`config.mk`:
```
export PLATFORM = sky130hd
export DESIGN_NAME = light_to_servo_smoothing_unit_flat
export DESIGN_NICKNAME = d
export VERILOG_FILES = /design/src/rtl/core/lss_pkg.sv /design/src/rtl/core/lss_if.sv /design/src/rtl/core/lss_mac.sv /design/src/rtl/core/lss_div1023.sv /design/src/rtl/core/lss_seq.sv /design/src/rtl/core/light_to_servo_smoothing_unit.sv /design/src/flat_wrapper.sv
export VERILOG_INCLUDE_DIRS = /design/src /design/src/rtl/core
export SDC_FILE = /design/constraint.sdc
export NUM_CORES = 1
export LEC_CHECK = 0
export BUFFER_PORTS_ARGS = -buffer_cell sky130_fd_sc_hd__buf_2
export CORE_UTILIZATION = 32
export CTS_CLUSTER_SIZE = 30
export DETAILED_ROUTE_END_ITERATION = 8
export MAX_ROUTING_LAYER = met4
export PLACE_DENSITY = 0.53
export SLEW_MARGIN = 20
export SYNTH_ARGS = -nofsm -noshare
export SYNTH_HDL_FRONTEND = slang
export SYNTH_SLANG_ARGS = --single-unit
```
`constraint.sdc`:
```
create_clock -name clk -period 15.7 [get_ports clk]
set_clock_uncertainty 0.2 [all_clocks]
set_input_delay 2.355 -clock clk [delete_from_list [all_inputs] [get_ports clk]]
set_output_delay 2.355 -clock clk [all_outputs]
set_load 0.005 [all_outputs]
```
`src/rtl/core/light_to_servo_smoothing_unit_macros.svh`:
```
// ----------------------------------------------------------------------------
// Light to servo smoothing unit: assertion macros
// Checks that the RTL writes on a single line each. They expand to nothing
// in synthesis.
// ----------------------------------------------------------------------------
`ifndef LIGHT_TO_SERVO_SMOOTHING_UNIT_MACROS_SVH
`define LIGHT_TO_SERVO_SMOOTHING_UNIT_MACROS_SVH

`ifndef SYNTHESIS

// Consequent must hold in the same cycle as the antecedent.
`define LSS_ASSERT_SAME(label, ante, cons) \
	label: assert property (@(posedge clk) disable iff (!arst_n) (ante) |-> (cons)) \
		else $error("same-cycle check failed");

// Consequent must hold in the cycle after the antecedent.
`define LSS_ASSERT_NEXT(label, ante, cons) \
	label: assert property (@(posedge clk) disable iff (!arst_n) (ante) |=> (cons)) \
		else $error("next-cycle check failed");

`else

`define LSS_ASSERT_SAME(label, ante, cons)
`define LSS_ASSERT_NEXT(label, ante, cons)

`endif

`endif

```
`src/rtl/core/lss_pkg.sv`:
```
// ----------------------------------------------------------------------------
// Light to servo smoothing: shared package
// Field widths, register indexes, reset values, sequencer states and the
// control bundle passed from the sequencer to the datapath.
// ----------------------------------------------------------------------------
package lss_pkg;

	localparam int FRAC_BITS_DEF = 8;

	localparam int SAMPLE_W  = 10;
	localparam int ELAPSED_W = 8;
	localparam int ANGLE_W   = 8;
	localparam int GAIN_W    = 9;
	localparam int DEAD_W    = 8;
	localparam int IDLE_W    = 16;
	localparam int CFG_W     = 16;
	localparam int CFG_IDX_W = 3;
	localparam int DIV_W     = 18;

	localparam logic [GAIN_W-1:0]   GAIN_ONE     = 9'd256;
	localparam logic [GAIN_W-1:0]   ANGLE_SPAN   = 9'd180;
	localparam logic [GAIN_W-1:0]   LEVEL_SPAN   = 9'd200;
	localparam logic [DIV_W-1:0]    DIVISOR      = 18'd1023;
	localparam logic [ANGLE_W-1:0]  TGT_OFFSET   = 8'd10;
	localparam logic [ANGLE_W-1:0]  TGT_RAW_HI   = 8'd190;
	localparam logic [ANGLE_W-1:0]  ANGLE_MAX    = 8'd180;
	localparam logic [ANGLE_W-1:0]  ANGLE_RST    = 8'd90;

	localparam logic [GAIN_W-1:0]   SMOOTH_RST   = 9'd13;
	localparam logic [GAIN_W-1:0]   SLEW_RST     = 9'd26;
	localparam logic [DEAD_W-1:0]   DEAD_RST     = 8'd2;
	localparam logic [IDLE_W-1:0]   TIMEOUT_RST  = 16'd1000;
	localparam logic [SAMPLE_W-1:0] DARK_RST     = 10'd400;

	typedef enum logic [CFG_IDX_W-1:0] {
		CFG_SMOOTHING_GAIN   = 3'd0,
		CFG_SLEW_GAIN        = 3'd1,
		CFG_DEADBAND_DEGREES = 3'd2,
		CFG_IDLE_LIMIT       = 3'd3,
		CFG_DARK_THRESHOLD   = 3'd4
	} cfg_idx_t;

	typedef enum logic [3:0] {
		ST_IDLE,
		ST_PRI_MUL,
		ST_PRI_EST,
		ST_PRI_FIX,
		ST_EMA_NEW,
		ST_EMA_OLD,
		ST_LVL_MUL,
		ST_TGT_EST,
		ST_TGT_FIX,
		ST_SLEW_MUL,
		ST_COMMIT
	} state_t;

	typedef enum logic [2:0] {
		OPA_SAMPLE_FRAC,
		OPA_AVG,
		OPA_SAMPLE,
		OPA_LEVEL,
		OPA_GAP
	} opa_sel_t;

	typedef enum logic [2:0] {
		OPB_GAIN,
		OPB_GAIN_REST,
		OPB_ANGLE_SPAN,
		OPB_LEVEL_SPAN,
		OPB_SLEW
	} opb_sel_t;

	typedef struct packed {
		logic     in_ready;
		logic     mul_en;
		logic     mul_acc;
		opa_sel_t a_sel;
		opb_sel_t b_sel;
		logic     est_en;
		logic     ang_fix;
		logic     lvl_load;
		logic     tgt_fix;
		logic     slew_en;
		logic     commit;
	} ctrl_t;

endpackage

```
`src/rtl/core/lss_if.sv`:
```
// ----------------------------------------------------------------------------
// Light to servo smoothing: stream interfaces
// Valid/ready channels for the sample items and the result items.
// ----------------------------------------------------------------------------
interface lss_sample_if;
	import lss_pkg::*;

	logic                 valid;
	logic                 ready;
	logic [SAMPLE_W-1:0]  light_sample;
	logic [ELAPSED_W-1:0] elapsed_ms;

	modport source (output valid, light_sample, elapsed_ms, input ready);
	modport sink (input valid, light_sample, elapsed_ms, output ready);
endinterface

interface lss_result_if;
	import lss_pkg::*;

	logic                valid;
	logic                ready;
	logic [ANGLE_W-1:0]  servo_angle;
	logic [ANGLE_W-1:0]  target_angle;
	logic                servo_enabled;
	logic                moved;
	logic [SAMPLE_W-1:0] light_level;
	logic                is_dark;

	modport source (output valid, servo_angle, target_angle, servo_enabled, moved,
		light_level, is_dark, input ready);
	modport sink (input valid, servo_angle, target_angle, servo_enabled, moved,
		light_level, is_dark, output ready);
endinterface

```
`src/rtl/core/lss_mac.sv`:
```
// ----------------------------------------------------------------------------
// Light to servo smoothing: shared multiply-accumulate unit
// One multiplier with a registered product that can either restart or add
// to the previous result.
// ----------------------------------------------------------------------------
module lss_mac #(
	parameter int A_W = 18
) (
	input  logic                                   clk,
	input  logic                                   en,
	input  logic                                   acc,
	input  logic [A_W-1:0]                         a,
	input  logic [lss_pkg::GAIN_W-1:0]             b,
	output logic [A_W+lss_pkg::GAIN_W-1:0]         p_q
);
	import lss_pkg::*;

	localparam int P_W = A_W + GAIN_W;

	logic [P_W-1:0] prod;
	logic [P_W-1:0] base;

	assign prod = a * b;
	assign base = acc ? p_q : '0;

	always_ff @(posedge clk) begin
		if (en) begin
			p_q <= base + prod;
		end
	end
endmodule

```
`src/rtl/core/lss_div1023.sv`:
```
// ----------------------------------------------------------------------------
// Light to servo smoothing: divide by 1023
// An estimate from a reciprocal by shift and add is registered first; the
// quotient then follows from one remainder compare.
// ----------------------------------------------------------------------------
module lss_div1023 (
	input  logic                         clk,
	input  logic                         est_en,
	input  logic [lss_pkg::DIV_W-1:0]    dividend,
	output logic [lss_pkg::ANGLE_W-1:0]  quotient
);
	import lss_pkg::*;

	logic [DIV_W+9:0]   scaled;
	logic [ANGLE_W-1:0] est_q;
	logic [DIV_W-1:0]   back;
	logic [DIV_W-1:0]   rem;

	// 1025 / 2^20 sits just below 1/1023, so the estimate is short by at most one.
	assign scaled = {dividend, 10'b0} + (DIV_W+10)'(dividend);

	always_ff @(posedge clk) begin
		if (est_en) begin
			est_q <= scaled[DIV_W+9:20];
		end
	end

	assign back     = {est_q, 10'b0} - DIV_W'(est_q);
	assign rem      = dividend - back;
	assign quotient = (rem >= DIVISOR) ? est_q + 8'd1 : est_q;
endmodule

```
`src/rtl/core/lss_seq.sv`:
```
// ----------------------------------------------------------------------------
// Light to servo smoothing: sequencer
// Steps one item through the shared multiplier and divider and hands the
// datapath its control bundle.
// ----------------------------------------------------------------------------
module lss_seq (
	input  logic           clk,
	input  logic           arst_n,
	input  logic           in_valid,
	input  logic           primed,
	input  logic           commit_ok,
	output lss_pkg::ctrl_t ctrl
);
	import lss_pkg::*;

	state_t state_q;
	state_t state_d;

	always_ff @(posedge clk or negedge arst_n) begin
		if (!arst_n) begin
			state_q <= ST_IDLE;
		end else begin
			state_q <= state_d;
		end
	end

	always_comb begin
		state_d = state_q;
		unique case (state_q)
			ST_IDLE: begin
				if (in_valid) begin
					state_d = primed ? ST_EMA_NEW : ST_PRI_MUL;
				end
			end
			ST_PRI_MUL:  state_d = ST_PRI_EST;
			ST_PRI_EST:  state_d = ST_PRI_FIX;
			ST_PRI_FIX:  state_d = ST_LVL_MUL;
			ST_EMA_NEW:  state_d = ST_EMA_OLD;
			ST_EMA_OLD:  state_d = ST_LVL_MUL;
			ST_LVL_MUL:  state_d = ST_TGT_EST;
			ST_TGT_EST:  state_d = ST_TGT_FIX;
			ST_TGT_FIX:  state_d = primed ? ST_SLEW_MUL : ST_COMMIT;
			ST_SLEW_MUL: state_d = ST_COMMIT;
			ST_COMMIT: begin
				if (commit_ok) begin
					state_d = ST_IDLE;
				end
			end
			default:     state_d = ST_IDLE;
		endcase
	end

	always_comb begin
		ctrl       = '0;
		ctrl.a_sel = OPA_SAMPLE;
		ctrl.b_sel = OPB_GAIN;
		unique case (state_q)
			ST_IDLE:     ctrl.in_ready = 1'b1;
			ST_PRI_MUL: begin
				ctrl.mul_en = 1'b1;
				ctrl.a_sel  = OPA_SAMPLE;
				ctrl.b_sel  = OPB_ANGLE_SPAN;
			end
			ST_PRI_EST:  ctrl.est_en = 1'b1;
			ST_PRI_FIX:  ctrl.ang_fix = 1'b1;
			ST_EMA_NEW: begin
				ctrl.mul_en = 1'b1;
				ctrl.a_sel  = OPA_SAMPLE_FRAC;
				ctrl.b_sel  = OPB_GAIN;
			end
			ST_EMA_OLD: begin
				ctrl.mul_en  = 1'b1;
				ctrl.mul_acc = 1'b1;
				ctrl.a_sel   = OPA_AVG;
				ctrl.b_sel   = OPB_GAIN_REST;
			end
			ST_LVL_MUL: begin
				ctrl.mul_en   = 1'b1;
				ctrl.lvl_load = 1'b1;
				ctrl.a_sel    = OPA_LEVEL;
				ctrl.b_sel    = OPB_LEVEL_SPAN;
			end
			ST_TGT_EST:  ctrl.est_en = 1'b1;
			ST_TGT_FIX:  ctrl.tgt_fix = 1'b1;
			ST_SLEW_MUL: begin
				ctrl.mul_en  = 1'b1;
				ctrl.slew_en = 1'b1;
				ctrl.a_sel   = OPA_GAP;
				ctrl.b_sel   = OPB_SLEW;
			end
			ST_COMMIT:   ctrl.commit = commit_ok;
			default:     ctrl = '0;
		endcase
	end
endmodule

```
`src/rtl/core/light_to_servo_smoothing_unit.sv`:
```
// ----------------------------------------------------------------------------
// Light to servo smoothing unit: top level
// Smooths a light sensor level and slews a servo angle towards the target
// derived from it, with a deadband and an idle detach timeout.
// ----------------------------------------------------------------------------
// Each sample transfer yields exactly one result transfer. The block handles
// one item at a time: it takes the sample in the cycle its ready is high and
// is ready again when the item is done, provided the result register was free
// when the item finished; otherwise it waits in its final step until the
// previous result has been taken. The steps are set by the single shared
// multiply-accumulate unit, used four times per normal item (new-sample term,
// old-average term, level scaling and slew step) and twice for the first item
// (angle scaling and level scaling), and by the divide-by-1023 unit, which
// registers an estimate, then corrects it. The first item after reset primes
// the filter: the level becomes the sample, the angle becomes the sample
// mapped to 0..180 and the servo stays detached. Configuration writes are
// taken on any cycle with cfg_we high and must only be made while the block
// is idle. The level is held with FRAC_BITS fractional bits, as is the angle.
// ----------------------------------------------------------------------------
`include "light_to_servo_smoothing_unit_macros.svh"

module light_to_servo_smoothing_unit #(
	parameter int FRAC_BITS = lss_pkg::FRAC_BITS_DEF
) (
	input  logic                           clk,
	input  logic                           arst_n,
	input  logic                           cfg_we,
	input  logic [lss_pkg::CFG_IDX_W-1:0]  cfg_idx,
	input  logic [lss_pkg::CFG_W-1:0]      cfg_data,
	lss_sample_if.sink                     sample_ch,
	lss_result_if.source                   result_ch
);
	import lss_pkg::*;

	// Level is Q10.F, angle is Q8.F, multiplier result carries the gain bits.
	localparam int LW = SAMPLE_W + FRAC_BITS;
	localparam int AW = ANGLE_W + FRAC_BITS;
	localparam int PW = LW + GAIN_W;

	// Configuration registers.
	logic [GAIN_W-1:0]   smooth_gain_q;
	logic [GAIN_W-1:0]   slew_gain_q;
	logic [DEAD_W-1:0]   deadband_q;
	logic [IDLE_W-1:0]   timeout_q;
	logic [SAMPLE_W-1:0] dark_thr_q;

	// Filter and servo state.
	logic [LW-1:0]       avg_q;
	logic [AW-1:0]       angle_q;
	logic [IDLE_W-1:0]   idle_q;
	logic                drive_q;
	logic                primed_q;

	// Per-item working registers.
	logic [SAMPLE_W-1:0]  sample_q;
	logic [ELAPSED_W-1:0] elapsed_q;
	logic [LW-1:0]        avg_new_q;
	logic [ANGLE_W-1:0]   ang_prime_q;
	logic [ANGLE_W-1:0]   tgt_q;
	logic                 up_q;
	logic                 move_q;

	// Result register.
	logic                 out_vld_q;
	logic [ANGLE_W-1:0]   out_angle_q;
	logic [ANGLE_W-1:0]   out_tgt_q;
	logic                 out_enabled_q;
	logic                 out_moved_q;
	logic [SAMPLE_W-1:0]  out_level_q;
	logic                 out_dark_q;

	ctrl_t                ctrl;
	logic                 commit_ok;
	logic                 in_xfer;

	logic [GAIN_W-1:0]    g_smooth;
	logic [GAIN_W-1:0]    g_slew;
	logic [LW-1:0]        op_a;
	logic [GAIN_W-1:0]    op_b;
	logic [PW-1:0]        p_q;
	logic [SAMPLE_W-1:0]  level_int;
	logic [ANGLE_W-1:0]   quotient;
	logic [ANGLE_W-1:0]   tgt_clamped;

	logic [AW-1:0]        tgt_frac;
	logic                 up;
	logic [AW-1:0]        gap;
	logic                 move;
	logic [AW-1:0]        step;

	logic [IDLE_W:0]      idle_sum;
	logic [IDLE_W-1:0]    idle_sat;
	logic [AW-1:0]        angle_d;
	logic [IDLE_W-1:0]    idle_d;
	logic                 drive_d;
	logic                 moved_d;

	// ---------------------------------------------------------------- control
	assign in_xfer         = sample_ch.valid && ctrl.in_ready;
	assign sample_ch.ready = ctrl.in_ready;

	// The final step may only retire when the result register is empty or is
	// being emptied by a transfer in the same cycle.
	assign commit_ok = !out_vld_q || result_ch.ready;

	lss_seq u_seq (
		.clk       (clk),
		.arst_n    (arst_n),
		.in_valid  (sample_ch.valid),
		.primed    (primed_q),
		.commit_ok (commit_ok),
		.ctrl      (ctrl)
	);

	// ---------------------------------------------------------- configuration
	always_ff @(posedge clk or negedge arst_n) begin
		if (!arst_n) begin
			smooth_gain_q <= SMOOTH_RST;
			slew_gain_q   <= SLEW_RST;
			deadband_q    <= DEAD_RST;
			timeout_q     <= TIMEOUT_RST;
			dark_thr_q    <= DARK_RST;
		end else if (cfg_we) begin
			unique case (cfg_idx)
				CFG_SMOOTHING_GAIN:   smooth_gain_q <= cfg_data[GAIN_W-1:0];
				CFG_SLEW_GAIN:        slew_gain_q   <= cfg_data[GAIN_W-1:0];
				CFG_DEADBAND_DEGREES: deadband_q    <= cfg_data[DEAD_W-1:0];
				CFG_IDLE_LIMIT:       timeout_q     <= cfg_data[IDLE_W-1:0];
				CFG_DARK_THRESHOLD:   dark_thr_q    <= cfg_data[SAMPLE_W-1:0];
				default: ;
			endcase
		end
	end

	// Gains above one are treated as exactly one.
	assign g_smooth = (smooth_gain_q > GAIN_ONE) ? GAIN_ONE : smooth_gain_q;
	assign g_slew   = (slew_gain_q > GAIN_ONE) ? GAIN_ONE : slew_gain_q;

	// ------------------------------------------------------ shared arithmetic
	// Integer part of the smoothed level: the fresh filter result on a normal
	// item, the raw sample on the priming item.
	assign level_int = primed_q ? p_q[LW+7:FRAC_BITS+8] : sample_q;

	// Distance from the current angle to the target, with its direction.
	assign tgt_frac = {tgt_q, {FRAC_BITS{1'b0}}};
	assign up       = tgt_frac >= angle_q;
	assign gap      = up ? tgt_frac - angle_q : angle_q - tgt_frac;
	assign move     = gap > {deadband_q, {FRAC_BITS{1'b0}}};

	always_comb begin
		unique case (ctrl.a_sel)
			OPA_SAMPLE_FRAC: op_a = {sample_q, {FRAC_BITS{1'b0}}};
			OPA_AVG:         op_a = avg_q;
			OPA_SAMPLE:      op_a = LW'(sample_q);
			OPA_LEVEL:       op_a = LW'(level_int);
			OPA_GAP:         op_a = LW'(gap);
			default:         op_a = '0;
		endcase
	end

	always_comb begin
		unique case (ctrl.b_sel)
			OPB_GAIN:       op_b = g_smooth;
			OPB_GAIN_REST:  op_b = GAIN_ONE - g_smooth;
			OPB_ANGLE_SPAN: op_b = ANGLE_SPAN;
			OPB_LEVEL_SPAN: op_b = LEVEL_SPAN;
			OPB_SLEW:       op_b = g_slew;
			default:        op_b = '0;
		endcase
	end

	lss_mac #(
		.A_W (LW)
	) u_mac (
		.clk (clk),
		.en  (ctrl.mul_en),
		.acc (ctrl.mul_acc),
		.a   (op_a),
		.b   (op_b),
		.p_q (p_q)
	);

	// Scaled products fed to the divider never exceed 1023 * 200.
	lss_div1023 u_div (
		.clk      (clk),
		.est_en   (ctrl.est_en),
		.dividend (p_q[DIV_W-1:0]),
		.quotient (quotient)
	);

	// Target is the scaled level less ten degrees, held within 0..180.
	always_comb begin
		if (quotient < TGT_OFFSET) begin
			tgt_clamped = '0;
		end else if (quotient > TGT_RAW_HI) begin
			tgt_clamped = ANGLE_MAX;
		end else begin
			tgt_clamped = quotient - TGT_OFFSET;
		end
	end

	// ------------------------------------------------------- work registers
	always_ff @(posedge clk) begin
		if (in_xfer) begin
			sample_q  <= sample_ch.light_sample;
			elapsed_q <= sample_ch.elapsed_ms;
		end
		if (ctrl.ang_fix) begin
			ang_prime_q <= quotient;
		end
		if (ctrl.lvl_load) begin
			avg_new_q <= primed_q ? p_q[LW+7:8] : {sample_q, {FRAC_BITS{1'b0}}};
		end
		if (ctrl.tgt_fix) begin
			tgt_q <= tgt_clamped;
		end
		if (ctrl.slew_en) begin
			up_q   <= up;
			move_q <= move;
		end
	end

	// ------------------------------------------------------ state update
	// The step is the gap scaled by the slew gain, truncated towards zero.
	assign step     = p_q[AW+7:8];
	assign idle_sum = {1'b0, idle_q} + (IDLE_W+1)'(elapsed_q);
	assign idle_sat = idle_sum[IDLE_W] ? '1 : idle_sum[IDLE_W-1:0];

	always_comb begin
		angle_d = angle_q;
		idle_d  = idle_q;
		drive_d = drive_q;
		moved_d = 1'b0;
		if (!primed_q) begin
			// Priming item: angle jumps to the mapped sample, servo untouched.
			angle_d = {ang_prime_q, {FRAC_BITS{1'b0}}};
		end else if (move_q) begin
			// Outside the deadband: attach and slew, even if the step is zero.
			angle_d = up_q ? angle_q + step : angle_q - step;
			idle_d  = '0;
			drive_d = 1'b1;
			moved_d = 1'b1;
		end else begin
			// Inside the deadband: count idle time and detach after the timeout.
			idle_d  = idle_sat;
			drive_d = drive_q && !(idle_sat > timeout_q);
		end
	end

	always_ff @(posedge clk or negedge arst_n) begin
		if (!arst_n) begin
			avg_q    <= '0;
			angle_q  <= {ANGLE_RST, {FRAC_BITS{1'b0}}};
			idle_q   <= '0;
			drive_q  <= 1'b0;
			primed_q <= 1'b0;
		end else if (ctrl.commit) begin
			avg_q    <= avg_new_q;
			angle_q  <= angle_d;
			idle_q   <= idle_d;
			drive_q  <= drive_d;
			primed_q <= 1'b1;
		end
	end

	// ------------------------------------------------------ result register
	always_ff @(posedge clk or negedge arst_n) begin
		if (!arst_n) begin
			out_vld_q <= 1'b0;
		end else if (ctrl.commit) begin
			out_vld_q <= 1'b1;
		end else if (result_ch.ready) begin
			out_vld_q <= 1'b0;
		end
	end

	always_ff @(posedge clk) begin
		if (ctrl.commit) begin
			out_angle_q   <= angle_d[AW-1:FRAC_BITS];
			out_tgt_q     <= tgt_q;
			out_enabled_q <= drive_d;
			out_moved_q   <= moved_d;
			out_level_q   <= avg_new_q[LW-1:FRAC_BITS];
			out_dark_q    <= avg_new_q < {dark_thr_q, {FRAC_BITS{1'b0}}};
		end
	end

	assign result_ch.valid         = out_vld_q;
	assign result_ch.servo_angle   = out_angle_q;
	assign result_ch.target_angle  = out_tgt_q;
	assign result_ch.servo_enabled = out_enabled_q;
	assign result_ch.moved         = out_moved_q;
	assign result_ch.light_level   = out_level_q;
	assign result_ch.is_dark       = out_dark_q;

	// ------------------------------------------------------------ assertions
	// Once a sample is taken the block works on it and takes no other.
	`LSS_ASSERT_NEXT(a_busy_after_take, in_xfer, !sample_ch.ready)
	// A moving step always leaves the servo attached.
	`LSS_ASSERT_SAME(a_moved_attached, out_vld_q && out_moved_q, out_enabled_q)
	// Angles stay within the servo travel.
	`LSS_ASSERT_SAME(a_angle_range, out_vld_q, (out_angle_q <= ANGLE_MAX) && (out_tgt_q <= ANGLE_MAX))
	// Priming happens once per reset.
	`LSS_ASSERT_NEXT(a_primed_sticky, primed_q, primed_q)
endmodule

```
`src/flat_wrapper.sv`:
```
// flat-port wrapper written by rule: the top's interface ports become plain ports
module light_to_servo_smoothing_unit_flat import lss_pkg::*;
#(
	parameter int FRAC_BITS = lss_pkg::FRAC_BITS_DEF
)
  (clk, arst_n, cfg_we, cfg_idx, cfg_data, sample_ch_valid, sample_ch_light_sample, sample_ch_elapsed_ms, sample_ch_ready, result_ch_valid, result_ch_servo_angle, result_ch_target_angle, result_ch_servo_enabled, result_ch_moved, result_ch_light_level, result_ch_is_dark, result_ch_ready);
  lss_sample_if sample_ch_i ();
  lss_result_if result_ch_i ();
  input  logic clk;
  input  logic arst_n;
  input  logic cfg_we;
  input  logic [lss_pkg::CFG_IDX_W-1:0] cfg_idx;
  input  logic [lss_pkg::CFG_W-1:0] cfg_data;
  input wire logic [$bits(sample_ch_i.valid)-1:0] sample_ch_valid;
  input wire logic [$bits(sample_ch_i.light_sample)-1:0] sample_ch_light_sample;
  input wire logic [$bits(sample_ch_i.elapsed_ms)-1:0] sample_ch_elapsed_ms;
  output wire logic [$bits(sample_ch_i.ready)-1:0] sample_ch_ready;
  output wire logic [$bits(result_ch_i.valid)-1:0] result_ch_valid;
  output wire logic [$bits(result_ch_i.servo_angle)-1:0] result_ch_servo_angle;
  output wire logic [$bits(result_ch_i.target_angle)-1:0] result_ch_target_angle;
  output wire logic [$bits(result_ch_i.servo_enabled)-1:0] result_ch_servo_enabled;
  output wire logic [$bits(result_ch_i.moved)-1:0] result_ch_moved;
  output wire logic [$bits(result_ch_i.light_level)-1:0] result_ch_light_level;
  output wire logic [$bits(result_ch_i.is_dark)-1:0] result_ch_is_dark;
  input wire logic [$bits(result_ch_i.ready)-1:0] result_ch_ready;
  assign sample_ch_i.valid = sample_ch_valid;
  assign sample_ch_i.light_sample = sample_ch_light_sample;
  assign sample_ch_i.elapsed_ms = sample_ch_elapsed_ms;
  assign sample_ch_ready = sample_ch_i.ready;
  assign result_ch_valid = result_ch_i.valid;
  assign result_ch_servo_angle = result_ch_i.servo_angle;
  assign result_ch_target_angle = result_ch_i.target_angle;
  assign result_ch_servo_enabled = result_ch_i.servo_enabled;
  assign result_ch_moved = result_ch_i.moved;
  assign result_ch_light_level = result_ch_i.light_level;
  assign result_ch_is_dark = result_ch_i.is_dark;
  assign result_ch_i.ready = result_ch_ready;
  light_to_servo_smoothing_unit #(.FRAC_BITS(FRAC_BITS)) u_core (.clk(clk), .arst_n(arst_n), .cfg_we(cfg_we), .cfg_idx(cfg_idx), .cfg_data(cfg_data), .sample_ch(sample_ch_i), .result_ch(result_ch_i));
endmodule
```
* Yosys cells after proc, flatten, opt, wreduce, memory -nomap -nowiden
Index checks and enable logic that the tools add are counted.
** Word-level totals
- Flip-flop bits (word level) :: 227
- Output and inout bits :: 31
- Logic and storage cells :: 135
** Operators by class
- Add/subtract/negate cells :: 12
- Multipliers :: 1
- Magnitude comparators :: 9
- Equal/unequal tests :: 25
- Mux-type cells :: 35
- Reductions and logical operators :: 23
** Operators with widths (count)
- $mux 16 :: 6
- $pmux 18 s5 :: 1
- $sub 16x16->16 :: 3
- $pmux 9 s5 :: 1
- $pmux 4 s10 :: 1
- $gt 16x16->1 :: 2
- $pmux 6 s5 :: 1
- $add 28x18->28 :: 1
- $add 27x27->27 :: 1
- $mul 18x9->27 :: 1
- $mux 27 :: 1
- $eq 3x2->1 const B :: 6
- $ge 18x10->1 const B :: 1
- $gt 9x9->1 const B :: 2
- $lt 18x18->1 :: 1
- $mux 18 :: 1
- $mux 9 :: 2
- $sub 18x18->18 :: 1
- $sub 18x8->18 :: 1
- $add 16x8->17 :: 1
- $add 16x16->16 :: 1
- $eq 4x3->1 const B :: 4
- $ge 16x16->1 :: 1
- $mux 8 :: 2
- 26 further kinds :: 62

* Depth between registers and ports, before layout
- Word-level depth :: 7
- Gate-level depth with buffers :: 37
- Depth with buffers taken out :: 34

* Cells and area by module
From an unflattened synthesis, not the netlist that was laid out.
** Unflattened totals
- Cells, all modules :: 2105
- Area total of the unflattened synthesis :: 20374.5 um2
** Modules (own cells, without submodules)
- light_to_servo_smoothing_unit :: times used 1, cells an instance 1058, area each 11096.9 um2, sequential area each 5144.9 um2
- lss_mac :: times used 1, cells an instance 756, area each 6881.6 um2, sequential area each 810.8 um2
- lss_div1023 :: times used 1, cells an instance 238, area each 1990.7 um2, sequential area each 240.2 um2
- lss_seq :: times used 1, cells an instance 53, area each 405.4 um2, sequential area each 100.1 um2

* Least setup slack after synthesis
OpenSTA, ideal clock, no wires.
- Path type :: reg-to-reg
- From :: register u_core.angle_q[1]
- To :: register u_core.u_mac.p_q[25] in the netlist's numbering, data pin
- Setup time :: 0.260 ns
- Arrival :: 7.635 ns
- Required time :: 15.240 ns
- Slack :: 7.605 ns
- Cell stages (with the launch flop) :: 35
- Path buffers :: 3
- Path through :: dfrtp_1 inv_1 ha_1 clkbuf_1 a41oi_1 o21bai_1 a21o_1 a221oi_1 o21ai_1 buf_2 buf_2 nand2_1 xnor2_1 o21ai_1 nand2_1 fa_1 inv_1 fa_1 fa_1 fa_1 inv_1 fa_1 inv_1 ha_1 and3_1 nor2b_1 a41oi_1 a311o_1 a31oi_1 a41o_1 nor4_1 nor3_1 a21o_1 a21oi_1 xnor2_1
** Between the ends
- Word-level cells in the longest chain between the ends :: 5
- Elaborated cells between the ends (all ways) :: 7
** Ends and longest elaborated chain
- from (decl) :: line light_to_servo_smoothing_unit.sv:49 : logic [AW-1:0] angle_q;
- from (signal assigned) :: line light_to_servo_smoothing_unit.sv:253 : angle_q <= {ANGLE_RST, {FRAC_BITS{1'b0}}};
- from (signal assigned) :: line light_to_servo_smoothing_unit.sv:259 : angle_q <= angle_d;
- $ge 16x16->1 :: line light_to_servo_smoothing_unit.sv:146 : assign up = tgt_frac >= angle_q;
- named net u_core.up :: line light_to_servo_smoothing_unit.sv:86 : logic up;
- $mux 16 :: line light_to_servo_smoothing_unit.sv:147 : assign gap = up ? tgt_frac - angle_q : angle_q - tgt_frac;
- $pmux 18 s5 :: line light_to_servo_smoothing_unit.sv:151 : unique case (ctrl.a_sel)
- $mul 18x9->27 :: line lss_mac.sv:23 : assign prod = a * b;
- $add 27x27->27 :: line lss_mac.sv:28 : p_q <= base + prod;
- to (signal assigned) :: line lss_mac.sv:28
- to (decl) :: line lss_mac.sv:14 : output logic [A_W+lss_pkg::GAIN_W-1:0] p_q
The timed path passes the listed nets, and every way through them passes these cells.
A chain may end at the register's enable or synchronous reset.

* Worst setup path in the final report
- From :: register u_core.angle_q[2]
- To :: register u_core.u_mac.p_q[25] in the netlist's numbering, data pin
** Between the ends
- Word-level cells in the longest chain between the ends :: 5
- Elaborated cells between the ends (all ways) :: 7
** Ends and longest elaborated chain (line)
- $sub 16x16->16 / $ge 16x16->1 (equally long branches) :: light_to_servo_smoothing_unit.sv:147, light_to_servo_smoothing_unit.sv:146
- $mux 16 (*) :: light_to_servo_smoothing_unit.sv:147
- $pmux 18 s5 (*) :: light_to_servo_smoothing_unit.sv:151
- $mul 18x9->27 (*) :: lss_mac.sv:23
- $add 27x27->27 (*) :: lss_mac.sv:28
Mark *: on every way between the ends. The rest lies on a longest branch, timed or not.

==> summary.md <==
| Metric | Value |
|---|---|
| Run status | finished clean |
| Fmax | 108 MHz |
| Worst Setup End Kind | register |
| Post-Synth XOR/XNOR Area | approximately 4.9% |
| CTS root buffer | clkbuf_16 |
| Crit-path slowest cell | o21ai_1 |
| Number of global-route vias before repair | 15900 |
| Post-CTS Hold Buffers | 0 |
| Sequential fraction of the synthesis area | 31.8% |
| Main flop type after synthesis | edfxtp_1 |
| Worst Tran Pin Value | 1.15 ns |
| Syn avg cell area | 9.42 um^2 |
| Synthesized cell area | 19700 um^2 |
| Routed len/inst | 19.6 um |
| Final hold viol count | 0 |
| Max-slew headroom | 23.5% |
| Crit-path max cell delay | 0.72 ns |
| DRT Wirelength | slightly below 60000 um |
| CTS clk-pin slew, worst paths | 0.06 ns |
| Post-CTS sizing | 0 |
| Mapped Nets | 2433 |
| Number of buffers created by CTS | 28 |
| Grt total ovfl | 0 |
| Worst-Skew Late Latency | a little under 0.6 ns |
| Synth Register Bits | between 200 and 250 |
| Crit-path most repeated cell | fa_1 |
| Setup bufs post-CTS | 0 |
| Mux cell area share after synthesis | 3.59% |
| Compound-Gate Fraction of Synth Area | 13.1% |
| Largest family of logic cells by synthesized area | adder cells |
| Final non-filler cell total | 2953 |
| RSZ-0062 raised after global routing | no |
| Cell Rows | 90 |
| # port buffers | 72 |
| Initial Utilization | 32.5% |
| Arr. time, crit path | 9.36 ns |
| EDFF count, synth | 117 |
| Setup tns final | 0 ns |
| DPL Wire Length | 45700 um |
| Post-synthesis cell count | 2088 |
| Ant. Diodes | 0 |
| Synth-to-layout area growth | 11.8% |
| # placed instances | 2901 |
| Max Cap Viol | 0 |
| Nets@finish | 2494 |
| Final setup fails | 0 |
| Adder-Cell Fraction of Synth Area | 24.5% |
| Max H-tree Level | 1 |
| Top Ports | 73 |
| Total Routing Usage GR | between 10% and 20% |
| Hold crit path type | register to register |
| Async SR Flop Fraction | 48.2% |
| Full die area | between 60000 and 70000 um^2 |
| Max Slew Vio Count | 0 |
| Residual DRC | 0 |
| Min Tclk post-route | 9.23 ns |
| CP startpoint kind | register |
| Crit path kind | register to register |
| Pin count of the biggest net entering global routing | 60 |
| CP required | 15.83 ns |
| First-pass GRT wire length | 92000 um |
| Vias | about 15000 |
| Initial DRC Count | 936 |
| Filler cells | 6208 |
| DIE HEIGHT | approximately 250 um |
| Share of layout cells above drive strength 1 | 11.6% |
| Vias per cell | 5.17 |
| ANT nets after route | 0 |
| CTS tree | built |
| Period utilization | 58.8% |
| Core footprint | 60600 um^2 |
| Synth Area in Simple Gates | 15.6% |
| Initial antenna violation count | 0 |
| GPL Wtd Cong | 0.900 |
| Die W | 250 um |
| Synth Warn # | 0 |
| Drt first pass iters | 5 |
| Max Root-Sink Buffers | 3 |
| Yosys cell types | 91 |
| Clk sink count | 226 |
| Crit-path max FO | 20 |
==> metal layers <==
layer  up-vias  global-route usage [%]  share of wire [%]
met5         -                       -                  0
met4         0                    5.33                2.8
met3        90                    2.11                4.7
met2       389                    31.2                 47
met1      7582                    25.4                 45
li1       7215                       -                  -
==> cells by family (layout without fill, tap and decap cells) <==
logic type,after synthesis,in the layout
simple gates,664,664
compound gates,386,386
buf+inv,337,420
fa+ha+maj,303,303
flops,226,226
xor+xnor,108,108
mux,64,64
==> cell usage in the layout, fill, tap and decap left out, types with 6 or more instances in the layout <==
master / count
nand3_1: 34
nor2b_1: 25
mux2_2: 49
and3_1: 15
xnor2_1: 66
nor2_1: 147
clkbuf_16: 29
o21a_1: 19
a41oi_1: 6
a221oi_1: 6
nand2b_1: 25
o21ai_0: 85
dfstp_2: 20
o21ai_1: 9
nor3_1: 31
a22o_1: 14
fa_1: 136
dfrtp_1: 89
mux2i_1: 13
and2_1: 41
a211oi_1: 10
inv_1: 267
xor2_1: 41
edfxtp_1: 117
a22oi_1: 7
or2_2: 8
o22ai_1: 10
o21bai_1: 9
nand2_1: 286
a21o_1: 29
buf_4: 27
a222oi_1: 11
nor4_1: 9
ha_1: 167
buf_2: 71
nand4_1: 7
a31oi_1: 15
a21oi_1: 96
==> flip-flops by register name (all words and copies together) (netlist names), 9 cells and up <==
signal and cells:
u_core.u_mac.p_q 26, u_core.avg_new_q 18, u_core.avg_q 18, u_core.angle_q 16
u_core.idle_q 16, u_core.timeout_q 16, u_core.dark_thr_q 10, u_core.result_ch.light_level 10
u_core.sample_q 10, u_core.slew_gain_q 9, u_core.smooth_gain_q 9
==> path summary, 6_finish.rpt <==
check                                                   from                             end  slack [ns]  cells after the start
setup / recovery               u_core.angle_q[2]$_DFFE_PN0P_  u_core.u_mac.p_q[25]$_DFFE_PP_        6.47                     31
hold / removal             u_core.avg_new_q[2]$_SDFFCE_PN0N_     u_core.avg_q[2]$_DFFE_PN0P_        0.24                      2
setup reg to reg               u_core.angle_q[2]$_DFFE_PN0P_  u_core.u_mac.p_q[25]$_DFFE_PP_        6.47                     31
hold reg to reg            u_core.avg_new_q[2]$_SDFFCE_PN0N_     u_core.avg_q[2]$_DFFE_PN0P_        0.24                      2
max in group asynchronous                             arst_n     u_core.primed_q$_DFFE_PN0P_       12.38                      2
min in group asynchronous                             arst_n    u_core.idle_q[5]$_DFFE_PN0P_        1.61                      1
==> critical path: cells and delay by family (launching register included) <==
kind,cells,cell delay (ns)
adder cells (fa/ha/maj),6,2.97
flip-flops,1,0.47
buffers and inverters,4,0.49
XOR/XNOR,2,0.24
AO/OA/AOI/OAI,13,3.22
AND/OR/NAND/NOR,6,1.37
==> metrics by stage <==
| stage | area (um^2) | hold WS (ns) | utilization, % | setup slack, ns |
|---|---|---|---|---|
| 2_1_floorplan | 19700 | 0.215 | - | 7.61 |
| 3_3_place_gp | 21000 | 0.219 | 34.6 | 6.78 |
| 3_5_place_dp | 21000 | 0.223 | 34.6 | 6.61 |
| 4_1_cts | 22000 | 0.239 | 36.3 | 6.57 |
| 5_1_grt | 22000 | 0.266 | 36.3 | 5.81 |
| 6_report | 22000 | 0.240 | 36.3 | 6.47 |
==> final cells by class <==
class | count | area [um^2] | area share (%)
inverters | 270 | 1010 | 4.61
multi-input cells | 1525 | 12200 | 55.3
flip-flops and latches | 226 | 6270 | 28.5
clock inverters | 16 | 228 | 1.04
repair buffers | 98 | 558 | 2.54
well taps | 782 | 978 | 4.45
clock buffers | 36 | 782 | 3.56
==> Yosys cell counts (10+ instances only) <==
master | instances | area share, %
a211oi_1 | 10 | 0.38
a21o_1 | 29 | 1.1
a21oi_1 | 97 | 2.5
a222oi_1 | 11 | 0.56
a22o_1 | 14 | 0.62
a31oi_1 | 15 | 0.48
and2_1 | 41 | 1.3
and3_1 | 15 | 0.48
clkbuf_1 | 53 | 1.0
dfrtp_1 | 89 | 11
dfstp_2 | 20 | 2.7
edfxtp_1 | 117 | 18
fa_1 | 136 | 14
ha_1 | 167 | 11
inv_1 | 267 | 5.1
mux2_2 | 49 | 2.8
mux2i_1 | 13 | 0.66
nand2_1 | 286 | 5.5
nand2b_1 | 25 | 0.79
nand3_1 | 34 | 0.86
nor2_1 | 148 | 2.8
nor2b_1 | 25 | 0.79
nor3_1 | 33 | 0.84
nor4_1 | 10 | 0.32
o21a_1 | 19 | 0.73
o21ai_0 | 85 | 2.2
o22ai_1 | 10 | 0.32
xnor2_1 | 66 | 2.9
xor2_1 | 41 | 1.8
Power is not shown: default switching activity piles up to over one toggle a cycle in this logic, so the estimate is an artifact.
